===== src/rtl/core/cbse_pkg.sv =====
`default_nettype none
package cbse_pkg;

  localparam int unsigned EdgeW  = 16;
  localparam int unsigned SpanW  = 18;
  localparam int unsigned UnitW  = 14;
  localparam int unsigned DistW  = 17;
  localparam int unsigned CountW = 4;
  localparam int unsigned ProdW  = UnitW + CountW;

  typedef struct packed {
    logic signed [EdgeW-1:0] child_top;
    logic signed [EdgeW-1:0] child_bottom;
    logic signed [EdgeW-1:0] child_left;
    logic signed [EdgeW-1:0] child_right;
    logic signed [EdgeW-1:0] parent_top;
    logic signed [EdgeW-1:0] parent_bottom;
    logic signed [EdgeW-1:0] parent_left;
    logic signed [EdgeW-1:0] parent_right;
  } in_word_t;

  typedef struct packed {
    logic [15:0]             box_code;
    logic signed [EdgeW-1:0] snapped_top;
    logic signed [EdgeW-1:0] snapped_bottom;
    logic signed [EdgeW-1:0] snapped_left;
    logic signed [EdgeW-1:0] snapped_right;
  } out_word_t;

  // one axis, one edge in flight
  typedef struct packed {
    logic                    active;
    logic [UnitW-1:0]        unit;
    logic [DistW-1:0]        gap;
    logic signed [EdgeW-1:0] pedge;
    logic signed [EdgeW-1:0] cedge;
    logic                    up;
    logic [CountW-1:0]       quo;
    logic [DistW-1:0]        rem;
  } edge_job_t;

endpackage
`default_nettype wire


===== src/rtl/core/child_bbox_sixteenth_encoder.sv =====
`default_nettype none
// child bounding box sixteenth encoder
// input word: start pulses with in_word while busy is low (busy is always low);
// one input word may be taken every cycle.
// each parent axis is cut into sixteenths; both child edges of both axes go
// through their own pipelined edge unit: setup, four restoring divide stages
// (one quotient bit each), a snap multiply and the final add, then the code
// and snapped box are packed into the output register.
// throughput: one word per cycle, set by the fully pipelined divide stages.
// result word is on out_word for exactly one cycle with done high; the
// receiver cannot stall, so nothing is held back.
// reset clears all valid bits; words in flight are dropped.
module child_bbox_sixteenth_encoder (
  input  wire logic                 clk,
  input  wire logic                 rst,
  input  wire logic                 start,
  output      logic                 busy,
  input  wire cbse_pkg::in_word_t   in_word,
  output      logic                 done,
  output      cbse_pkg::out_word_t  out_word
);
  assign busy = 1'b0;
  logic go;
  assign go = start && !busy;

  cbse_pkg::edge_job_t jl, jr, jb, jt;
  logic [cbse_pkg::UnitW-1:0] ux, uy;
  logic [17:0] lx, ly;
  always_comb begin
    lx = 18'(in_word.parent_right) - 18'(in_word.parent_left) + 18'd15;
    ly = 18'(in_word.parent_top) - 18'(in_word.parent_bottom) + 18'd15;
    ux = lx[17:4];
    uy = ly[17:4];
    jl = '0; jr = '0; jb = '0; jt = '0;
    jl.unit = ux; jr.unit = ux; jb.unit = uy; jt.unit = uy;
    jl.gap = 17'(18'(in_word.child_left) - 18'(in_word.parent_left));
    jr.gap = 17'(18'(in_word.parent_right) - 18'(in_word.child_right));
    jb.gap = 17'(18'(in_word.child_bottom) - 18'(in_word.parent_bottom));
    jt.gap = 17'(18'(in_word.parent_top) - 18'(in_word.child_top));
    jl.active = !lx[17] && (lx >= 18'd16) &&
                $signed(18'(in_word.child_left) - 18'(in_word.parent_left)) > 0;
    jr.active = !lx[17] && (lx >= 18'd16) &&
                $signed(18'(in_word.parent_right) - 18'(in_word.child_right)) > 0;
    jb.active = !ly[17] && (ly >= 18'd16) &&
                $signed(18'(in_word.child_bottom) - 18'(in_word.parent_bottom)) > 0;
    jt.active = !ly[17] && (ly >= 18'd16) &&
                $signed(18'(in_word.parent_top) - 18'(in_word.child_top)) > 0;
    jl.up = 1'b1; jb.up = 1'b1;
    jl.pedge = in_word.parent_left;   jl.cedge = in_word.child_left;
    jr.pedge = in_word.parent_right;  jr.cedge = in_word.child_right;
    jb.pedge = in_word.parent_bottom; jb.cedge = in_word.child_bottom;
    jt.pedge = in_word.parent_top;    jt.cedge = in_word.child_top;
  end

  logic vl, vr, vb, vt;
  logic [3:0] cl, cr, cb, ct;
  logic signed [15:0] sl, sr, sb, st;
  cbse_edge u_l (.clk, .rst, .vin(go), .jin(jl), .vout(vl), .count(cl), .snapped(sl));
  cbse_edge u_r (.clk, .rst, .vin(go), .jin(jr), .vout(vr), .count(cr), .snapped(sr));
  cbse_edge u_b (.clk, .rst, .vin(go), .jin(jb), .vout(vb), .count(cb), .snapped(sb));
  cbse_edge u_t (.clk, .rst, .vin(go), .jin(jt), .vout(vt), .count(ct), .snapped(st));

  always_ff @(posedge clk) begin
    done <= rst ? 1'b0 : (vl & vr & vb & vt);
    out_word.box_code       <= {cr, cl, ct, cb};
    out_word.snapped_top    <= st;
    out_word.snapped_bottom <= sb;
    out_word.snapped_left   <= sl;
    out_word.snapped_right  <= sr;
  end
endmodule
`default_nettype wire


===== src/rtl/core/cbse_divstep.sv =====
`default_nettype none
// one restoring quotient bit per stage, msb first; early-out at 16 handled by sat flag
module cbse_divstep (
  input  wire logic                       clk,
  input  wire logic                       vin,
  input  wire cbse_pkg::edge_job_t        jin,
  input  wire logic [1:0]                 bitpos,
  output      logic                       vout,
  output      cbse_pkg::edge_job_t        jout
);
  cbse_pkg::edge_job_t j;
  logic [cbse_pkg::DistW+3:0] sh;
  always_comb begin
    j = jin;
    sh = {4'b0, cbse_pkg::DistW'(jin.unit)} << bitpos;
    if ({4'b0, jin.rem} >= sh) begin
      j.rem = cbse_pkg::DistW'({4'b0, jin.rem} - sh);
      j.quo[bitpos] = 1'b1;
    end
  end
  always_ff @(posedge clk) begin
    vout <= vin;
    jout <= j;
  end
endmodule
`default_nettype wire


===== src/rtl/core/cbse_edge.sv =====
`default_nettype none
// prep, four divide steps, snap multiply, final add
module cbse_edge (
  input  wire logic                     clk,
  input  wire logic                     rst,
  input  wire logic                     vin,
  input  wire cbse_pkg::edge_job_t      jin,
  output      logic                     vout,
  output      logic [3:0]               count,
  output      logic signed [15:0]       snapped
);
  wire [4:0] v;
  cbse_pkg::edge_job_t j [5];
  cbse_pkg::edge_job_t j0, jq;
  logic vq;
  logic sat0;
  logic [3:0] sat_d;
  logic sat;

  always_comb begin
    j0 = jin;
    j0.quo = '0;
    j0.rem = jin.gap;
  end

  // quotient >= 16 saturates; check with a compare against 16*unit
  always_ff @(posedge clk) begin
    vq   <= rst ? 1'b0 : vin;
    jq   <= j0;
    sat0 <= (({4'b0, jin.unit} << 4) <= {1'b0, jin.gap});
  end
  assign v[0] = vq;
  assign j[0] = jq;

  always_ff @(posedge clk) begin
    sat_d <= {sat_d[2:0], sat0};
  end
  assign sat = sat_d[3];

  genvar g;
  for (g = 0; g < 4; g++) begin : g_step
    logic vo;
    cbse_divstep u_step (
      .clk(clk), .vin(v[g]), .jin(j[g]), .bitpos(2'(3 - g)), .vout(vo), .jout(j[g+1])
    );
    assign v[g+1] = rst ? 1'b0 : vo;
  end

  logic [3:0] n;
  always_comb n = !j[4].active ? 4'd0 : (sat ? 4'd15 : j[4].quo);

  logic [cbse_pkg::ProdW-1:0] prod;
  logic signed [15:0] pe, ce;
  logic up, act, vm;
  logic [3:0] nm;
  always_ff @(posedge clk) begin
    vm   <= rst ? 1'b0 : v[4];
    prod <= j[4].unit * n;
    pe   <= j[4].pedge;
    ce   <= j[4].cedge;
    up   <= j[4].up;
    act  <= j[4].active;
    nm   <= n;
  end

  logic signed [18:0] s;
  always_comb s = up ? 19'(pe) + $signed({1'b0, prod}) : 19'(pe) - $signed({1'b0, prod});
  always_ff @(posedge clk) begin
    vout    <= rst ? 1'b0 : vm;
    count   <= nm;
    snapped <= act ? s[15:0] : ce;
  end
endmodule
`default_nettype wire


===== config.mk =====
export PLATFORM = sky130hd
export DESIGN_NAME = child_bbox_sixteenth_encoder
export DESIGN_NICKNAME = d
export VERILOG_FILES = /design/src/rtl/core/cbse_pkg.sv /design/src/rtl/core/child_bbox_sixteenth_encoder.sv /design/src/rtl/core/cbse_divstep.sv /design/src/rtl/core/cbse_edge.sv
export SDC_FILE = /design/constraint.sdc
export NUM_CORES = 2
export LEC_CHECK = 0
export BUFFER_PORTS_ARGS = -buffer_cell sky130_fd_sc_hd__clkbuf_2
export CAP_MARGIN = 20
export CELL_PAD_IN_SITES_DETAIL_PLACEMENT = 1
export CELL_PAD_IN_SITES_GLOBAL_PLACEMENT = 2
export CORE_ASPECT_RATIO = 1.4
export CORE_MARGIN = 5
export CORE_UTILIZATION = 41
export CTS_CLUSTER_DIAMETER = 60
export CTS_CLUSTER_SIZE = 24
export DETAILED_ROUTE_END_ITERATION = 16
export PLACE_DENSITY_LB_ADDON = 0.1
export SLEW_MARGIN = 10
export SYNTH_ARGS = -nofsm -noshare
export SYNTH_HDL_FRONTEND = slang
export SYNTH_SLANG_ARGS = --single-unit

===== constraint.sdc =====
create_clock -name clk -period 4.75 [get_ports clk]
set_input_delay 0 -clock clk [delete_from_list [all_inputs] [get_ports clk]]
set_output_delay 0 -clock clk [all_outputs]
set_load 0.01 [all_outputs]

== After elaboration in Yosys (flattened, before gate mapping) ==
Index checks and enable logic that the tools add are counted.

* Bits in registers: 1536
* Input port bits: 131
* Output and inout port bits: 82
* Word-level logic and storage cells: 249

* $add $sub $neg: 24
* Multiply operators: 4
* Magnitude comparators: 26
* Muxes and demuxes: 24
* Reduce and logical (&&, ||, !) cells: 8

{| class="wikitable"
|+ Operators with widths
! cell !! count
|-
| $mux W17 || 8
|-
| $sub A16 B16 Y17 || 6
|-
| $mux W21 || 4
|-
| $le A18 B17 Y1 || 4
|-
| $ge A17 B14 Y1 || 4
|-
| $ge A17 B15 Y1 || 4
|-
| $ge A17 B16 Y1 || 4
|-
| $ge A17 B17 Y1 || 4
|-
| $gt A17 B1 Y1 const B || 4
|-
| $sub A17 B15 Y17 || 4
|-
| $sub A17 B16 Y17 || 4
|-
| $sub A17 B17 Y17 || 4
|-
| $mul A14 B4 Y16 || 4
|-
| $mux W16 || 4
|-
| $add A17 B5 Y18 const B || 2
|-
| $ge A18 B5 Y1 const B || 2
|-
| $add A16 B16 Y16 || 2
|-
| $mux W4 || 8
|-
| $sub A16 B16 Y16 || 2
|-
| $logic_and A1 B1 Y1 || 6
|-
| $logic_not A1 Y1 || 2
|}

== Logic depth before layout (Yosys ltp) ==
* Depth in word-level cells: 5
* Gate-level depth with buffers: 19

== By module ==
A second synthesis with hierarchy kept.

* Cell total of the unflattened synthesis: 7880
* Area, all modules: 85001.5 µm²

{| class="wikitable"
|+ Modules (own cells, without submodules)
! module !! instances !! cells each !! area each (µm²) !! sequential area each (µm²)
|-
| cbse_divstep at u_b.g_step[0].u_step ... || 13 || 295 || 3334.4 || 1741.7
|-
| cbse_edge at u_l ... || 3 || 585 || 6187.2 || 2942.8
|-
| child_bbox_sixteenth_encoder || 1 || 848 || 7034.2 || 1621.6
|-
| cbse_edge at u_b || 1 || 572 || 6104.6 || 2942.8
|-
| cbse_divstep at u_r.g_step[3].u_step || 1 || 290 || 3365.7 || 1741.7
|-
| cbse_divstep at u_r.g_step[1].u_step || 1 || 294 || 3309.4 || 1741.7
|-
| cbse_divstep at u_r.g_step[2].u_step || 1 || 286 || 3278.1 || 1741.7
|}

== Least setup slack after synthesis ==
Ideal clock, no wire load.

* Path kind: reg2reg
* Start point: register u_r.g_step[3].u_step.jout[85] (netlist bit)
* End point: register u_r.prod[14] (netlist bit)
* Arrival: 3.831 ns
* Data required time: 4.678 ns
* Setup slack: 0.846 ns
* Stages on the path, launching flop included: 17
* Buffers on the path: 1
* Path through: dfxtp_1 -> o21a_1 -> clkbuf_1 -> nand2_1 -> fa_1 -> fa_1 -> inv_1 -> fa_1 -> a21o_1 -> a21oi_1 -> o21bai_1 -> a21oi_1 -> nor2b_1 -> o21a_1 -> o31a_1 -> o41ai_1 -> xnor2_1

* Longest elaborated chain between the ends: 2

{| class="wikitable"
|+ Ends and longest elaborated chain
! item !! RTL line !! RTL
|-
| start, declared || cbse_divstep.sv:9 || <nowiki>output cbse_pkg::edge_job_t jout</nowiki>
|-
| start signal, assigned || cbse_divstep.sv:23 || <nowiki>jout <= j;</nowiki>
|-
| $mux W4 || cbse_edge.sv:50 || <nowiki>always_comb n = !j[4].active ? 4'd0 : (sat ? 4'd15 : j[4].quo);</nowiki>
|-
| net u_r.n[1] || cbse_edge.sv:49 || <nowiki>logic [3:0] n;</nowiki>
|-
| $mul A14 B4 Y16 || cbse_edge.sv:58 || <nowiki>prod <= j[4].unit * n;</nowiki>
|-
| end signal, assigned || cbse_edge.sv:58 ||
|-
| end, declared || cbse_edge.sv:52 || <nowiki>logic [cbse_pkg::ProdW-1:0] prod;</nowiki>
|}

The timed path passes the listed nets, and every way through them passes these cells.
A chain may end at the register's enable or synchronous reset.

== Worst setup path in the final report ==
* Start point: register u_t.g_step[3].u_step.jout[85] (netlist bit)
* End point: register u_t.prod[14] (netlist bit)

* Longest elaborated chain between the ends: 2

{| class="wikitable"
|+ Ends and longest elaborated chain
! item !! RTL line
|-
| start, declared || cbse_divstep.sv:9
|-
| start signal, assigned || cbse_divstep.sv:23
|-
| $mux W4 || cbse_edge.sv:50
|-
| $mul A14 B4 Y16 || cbse_edge.sv:58
|-
| end signal, assigned || cbse_edge.sv:58
|-
| end, declared || cbse_edge.sv:52
|}

No other way between the ends.

==> impl.org <==
** Status
- Result of the run :: complete, no violations

** Timing
- Setup repair after global routing left no endpoint under its margin.
- Worst Tran Pin Value :: 987 ps
- Worst hold slack after final layout :: between 80 and 90 ps
- Number of slew-limit violations in the final report :: 0
- Worst clock skew :: approximately 34 ps
- Headroom to the max-slew limit came out at 33.7%.
- Final setup viols :: 0
- The clock period could shrink to 4280 ps.
- TNS Setup :: 0 ps
- For this run, the top clock speed supported by timing is around 230 MHz.
- Hold violation count in the final report :: 0
- In the finished design, the share of the clock period the worst path needs comes to 90.1%.

** Synth
- Leading cell type by number of instances after synthesis :: sky130_fd_sc_hd__dfxtp_1
- Part of the Yosys area used for sequential elements :: roughly 52%
- Synthesized instance count :: 5403
- The synthesized design spends more area on one cell type than any other, namely sky130_fd_sc_hd__dfxtp_1.
- Share of async-settable or async-resettable flops after synthesis :: 0%
- Post-Synth Adder-Cell Area :: 15.4%
- After synthesis the netlist holds a flip-flop and latch count of 1512.
- During synthesis, Yosys emitted a total of 0 warnings.
- The number of nets handed over by synthesis was 6174.
- Fraction of synthesized cell area in xor and xnor cells :: 4.17%
- Most used flip-flop cell after synthesis :: sky130_fd_sc_hd__dfxtp_1
- Area share of the leading cell type in the synthesized netlist :: 52.2%
- List of most frequent post-synthesis cells :: 1512 x sky130_fd_sc_hd__dfxtp_1, 586 x sky130_fd_sc_hd__inv_1, 522 x sky130_fd_sc_hd__ha_1, 300 x sky130_fd_sc_hd__nand2_1, 286 x sky130_fd_sc_hd__a21oi_1
- Summing the areas of all compound-gate instances in the mapped netlist gives 11.1% of the synthesized area.
- Synthesis instantiated 85 different standard cells from the library.
- Each instance of the synthesized netlist takes up on average approximately 11 um2.
- The portion of synthesized area spent on multiplexers is between 2 and 2.5%.
- EDFF count, synth :: 0
- By area the synthesized netlist is led by sky130_fd_sc_hd__dfxtp_1 52%, sky130_fd_sc_hd__ha_1 11%, sky130_fd_sc_hd__fa_1 4.1%.
- Summing the areas of all and, or, nand and nor instances in the mapped netlist gives roughly a tenth of the synthesized area.
- Largest family of logic cells by synthesized area :: adder cells
- Cell Area, Synth :: 57900 um2

** Routing
- Number of search-and-repair iterations in the first detailed-routing pass :: 4
- In the routed design, unresolved DRC markers number 0.
- For this block, the routed nets add up to ~160 mm of wire.
- The detailed router placed 38500 vias in this run.
- Drt via density :: 4.93
- Violation count after the first detailed-route iteration :: about 1200
- Routed length per placed instance :: 20.2 um
- Number of nets with antenna violations after routing :: 0

** Cells and area
- Fraction of final layout cells with drive strength greater than 1 :: 9.33%
- After the last flow step, the layout net total stands at 6700.
- The area growth from synthesis to layout is 15.8%.

** Global route
- GRT Overall Usage :: about a fifth
- Number of global-route vias before repair :: 42000
- After global routing the overflow that remains totals 0.
- The first global-routing pass estimated ~240 mm of wire.
- Antenna violations before repair :: 1
- Entering global routing, the biggest net connects 28 pins.

** Clock tree
- Clock tree synthesis inserted a total of 97 buffers.
- Clock edge transition at the registers on the reported setup and hold paths :: 90 ps
- Post-CTS timing repair inserted 0 buffers for setup.
- Total of cells resized after clock tree synthesis :: 0
- The number of hold buffers added after CTS was 254.
- Clk Tree Root Cell :: sky130_fd_sc_hd__clkbuf_16
- # clock sinks :: 1512
- TritonCTS clock tree :: built
- Clock latency on the worst-skew pair, taken at its later pin, is 740 ps.
- The H-tree was split into 3 levels.
- Max clock buf depth :: 3

** Pwr
- Logic gate share of total power :: 40.1%
- For this design the total switching power over the nets is 0.0168 W.
- Worst VDD drop :: 0.000333 V
- Of the total power, registers draw 39.4%.
- The clock network is responsible for 20.5% of the overall power.
- In this run the power density over the cells is 661 nW/um2.
- Final Power :: 0.0444 W
- The analysis attributes to cell leakage a power of just over 30 nW.
- Internal power comes to 0.0276 W.
- Net switching is 37.8% of the power.

** Floorplan
- Vertical die dimension :: 455 um
- The floorplan step defined a die boundary enclosing 149000 um2.
- Width of the die :: 328 um
- Pin placement for this block handled 213 I/O pins.
- Placeable core region :: roughly 140000 um2
- In this run the core area contains 163 standard-cell rows.
- For this configuration, the core starts out at a cell density of 41.2%.

** Placed design
- Count of input and output buffers :: 211
- Final estimated routing congestion in global placement :: around 0.83
- Summed over all nets, the half-perimeter wirelength after detailed placement is 125 mm.

** Min path
- HP Class :: in -> reg
- Min-Delay Startpoint :: in_word[50]
- Counting instances, the worst hold path has a depth of 2.
- Worst Hold Path EP :: u_t.j[384]

** Critical path
- The worst register-to-register path has a depth of 15.
- Critical Path Start Type :: flip-flop
- The largest single stage delay on the critical path is 520 ps.
- STA classifies the critical path endpoint as a flip-flop.
- At the worst endpoint, the arrival time is 4930 ps.
- Reg-to-reg endpoint :: u_t.prod[14]
- Required arrival time at the worst endpoint :: 5400 ps
- Cell Chain, Critical Path :: o21a_1 > nand2_1 > fa_1 > fa_1 > inv_1 > fa_1 > a21o_1 > a21oi_1 > o21bai_1 > a21oi_1 > nor2b_1 > o21a_1 > o31a_1 > o41ai_1 > xnor2_1
- Largest driver fanout on the critical path :: 15
- Critical path's slowest cell :: sky130_fd_sc_hd__fa_1
- Top cell by count, worst path :: sky130_fd_sc_hd__fa_1
- The worst setup path is of the reg -> reg kind.
- In this run the critical register-to-register path is launched from u_t.g_step[3].u_step.jout[85].
- Across all register-to-register paths, the minimum setup slack is 470 ps.

** Flow run
- Across the run, the number of max-cap violations was 0.
-- worst max-delay path by stage --
| stage | start | to | slack (ps) | cells past startpoint |
|---|---|---|---|---|
| 6_report | u_t.g_step[3].u_step.jout[85] | u_t.prod[14] | 470 | 15 |
| 5_1_grt | u_t.g_step[3].u_step.jout[85] | u_t.prod[14] | 80 | 15 |
| 4_1_cts | u_t.g_step[3].u_step.jout[85] | u_t.prod[14] | 390 | 15 |
| 3_5_place_dp | in_word[17] | u_r.sat0 | 370 | 16 |
| 3_3_place_gp | in_word[17] | u_r.sat0 | 370 | 16 |
| 2_1_floorplan | u_r.g_step[3].u_step.jout[85] | u_r.prod[14] | 850 | 16 |
-- power groups by stage --
stage / sequential [W] / combinational (W) / clock (W)
detailed placement: 0.0179 / 0.0178 / 0
global placement: 0.0178 / 0.0175 / 0
CTS: 0.0176 / 0.0181 / 0.00942
finish: 0.0175 / 0.0178 / 0.00909
global route: 0.0177 / 0.0201 / 0.00990
floorplan: 0.0167 / 0.0131 / 0
-- critical path: cells and delay by family (launching register included) --
kind / cells / cell delay, ps
adders and majority gates: 3 / 1410
AOI/OAI and AO/OA: 8 / 1930
xor gates and xnor gates: 1 / 160
DFF: 1 / 410
and+or+nand+nor: 2 / 230
buffers and inverters: 1 / 60
-- cell usage in the layout, fill, tap and decap left out, types with 17 or more instances in the layout --
master and instances:
sky130_fd_sc_hd__or2_2 29, sky130_fd_sc_hd__nor2_1 266, sky130_fd_sc_hd__or3_1 28, sky130_fd_sc_hd__clkbuf_2 211, sky130_fd_sc_hd__nand2_1 300, sky130_fd_sc_hd__mux2_2 102, sky130_fd_sc_hd__and3_1 28, sky130_fd_sc_hd__a21o_1 106
sky130_fd_sc_hd__xor2_1 60, sky130_fd_sc_hd__fa_1 118, sky130_fd_sc_hd__o211ai_1 35, sky130_fd_sc_hd__buf_4 28, sky130_fd_sc_hd__nor2b_1 83, sky130_fd_sc_hd__nand3_1 85, sky130_fd_sc_hd__o31a_1 17, sky130_fd_sc_hd__o31ai_1 39
sky130_fd_sc_hd__clkbuf_16 97, sky130_fd_sc_hd__a211oi_1 50, sky130_fd_sc_hd__dlygate4sd3_1 254, sky130_fd_sc_hd__ha_1 522, sky130_fd_sc_hd__xnor2_1 216, sky130_fd_sc_hd__o21bai_1 20, sky130_fd_sc_hd__a21boi_0 43, sky130_fd_sc_hd__inv_1 586
sky130_fd_sc_hd__o21ai_0 159, sky130_fd_sc_hd__nand4_1 36, sky130_fd_sc_hd__nand2b_1 24, sky130_fd_sc_hd__nor4_1 37, sky130_fd_sc_hd__and2_1 139, sky130_fd_sc_hd__dfxtp_1 1512, sky130_fd_sc_hd__nor3_1 109, sky130_fd_sc_hd__a21oi_1 286
sky130_fd_sc_hd__o21a_1 74
-- cells by family (layout without fill, tap and decap cells) --
| family | count (synthesis) | after routing |
|---|---|---|
| AOI/OAI and AO/OA | 974 | 974 |
| xor gates and xnor gates | 276 | 276 |
| muxes | 118 | 118 |
| adders and majority gates | 642 | 642 |
| buffers and inverters | 654 | 1241 |
| other | 1 | 2 |
| and+or+nand+nor | 1226 | 1226 |
| DFF | 1512 | 1512 |
-- metrics by stage --
stage | instances | util, % | instance area, um2 | worst slack (ps)
after floorplan | 5403 | - | 57900 | 846
after global placement | 7391 | 43.5 | 61200 | 367
after detailed placement | 7391 | 43.5 | 61200 | 370
after CTS | 7805 | 47.7 | 67100 | 391
after global routing | 7806 | 47.7 | 67100 | 76.7
final | 7806 | 47.7 | 67100 | 470
-- area by class of cell --
class | instances | area, um2
antenna | 1 | 2.50
clock buffer | 101 | 2440
clock inverter | 59 | 903
fill | 15200 | 73600
inverter | 588 | 2210
multi-input combinational | 3237 | 25200
sequential | 1512 | 30300
tap | 1815 | 2270
timing repair buffer | 493 | 3810
-- routing by layer --
| metal | vias up | global-route usage, % | part of all wire (%) |
|---|---|---|---|
| li1 | 19300 | - | - |
| met1 | 18500 | 20.4 | 36 |
| met2 | 478 | 42.7 | 56 |
| met3 | 267 | 2.01 | 2.2 |
| met4 | 0 | 11.0 | 5.9 |
| met5 | - | 0 | 0 |
-- registers in the layout, indices dropped and copies added (netlist names), 50 cells and up --
name / count
out_word: 80
u_l.j: 50
u_t.j: 50
u_r.g_step.u_step.jout: 249
u_t.g_step.u_step.jout: 207
u_l.g_step.u_step.jout: 193
u_r.j: 64
u_b.j: 64
u_b.g_step.u_step.jout: 235
Power figures use the tool's default switching activity.
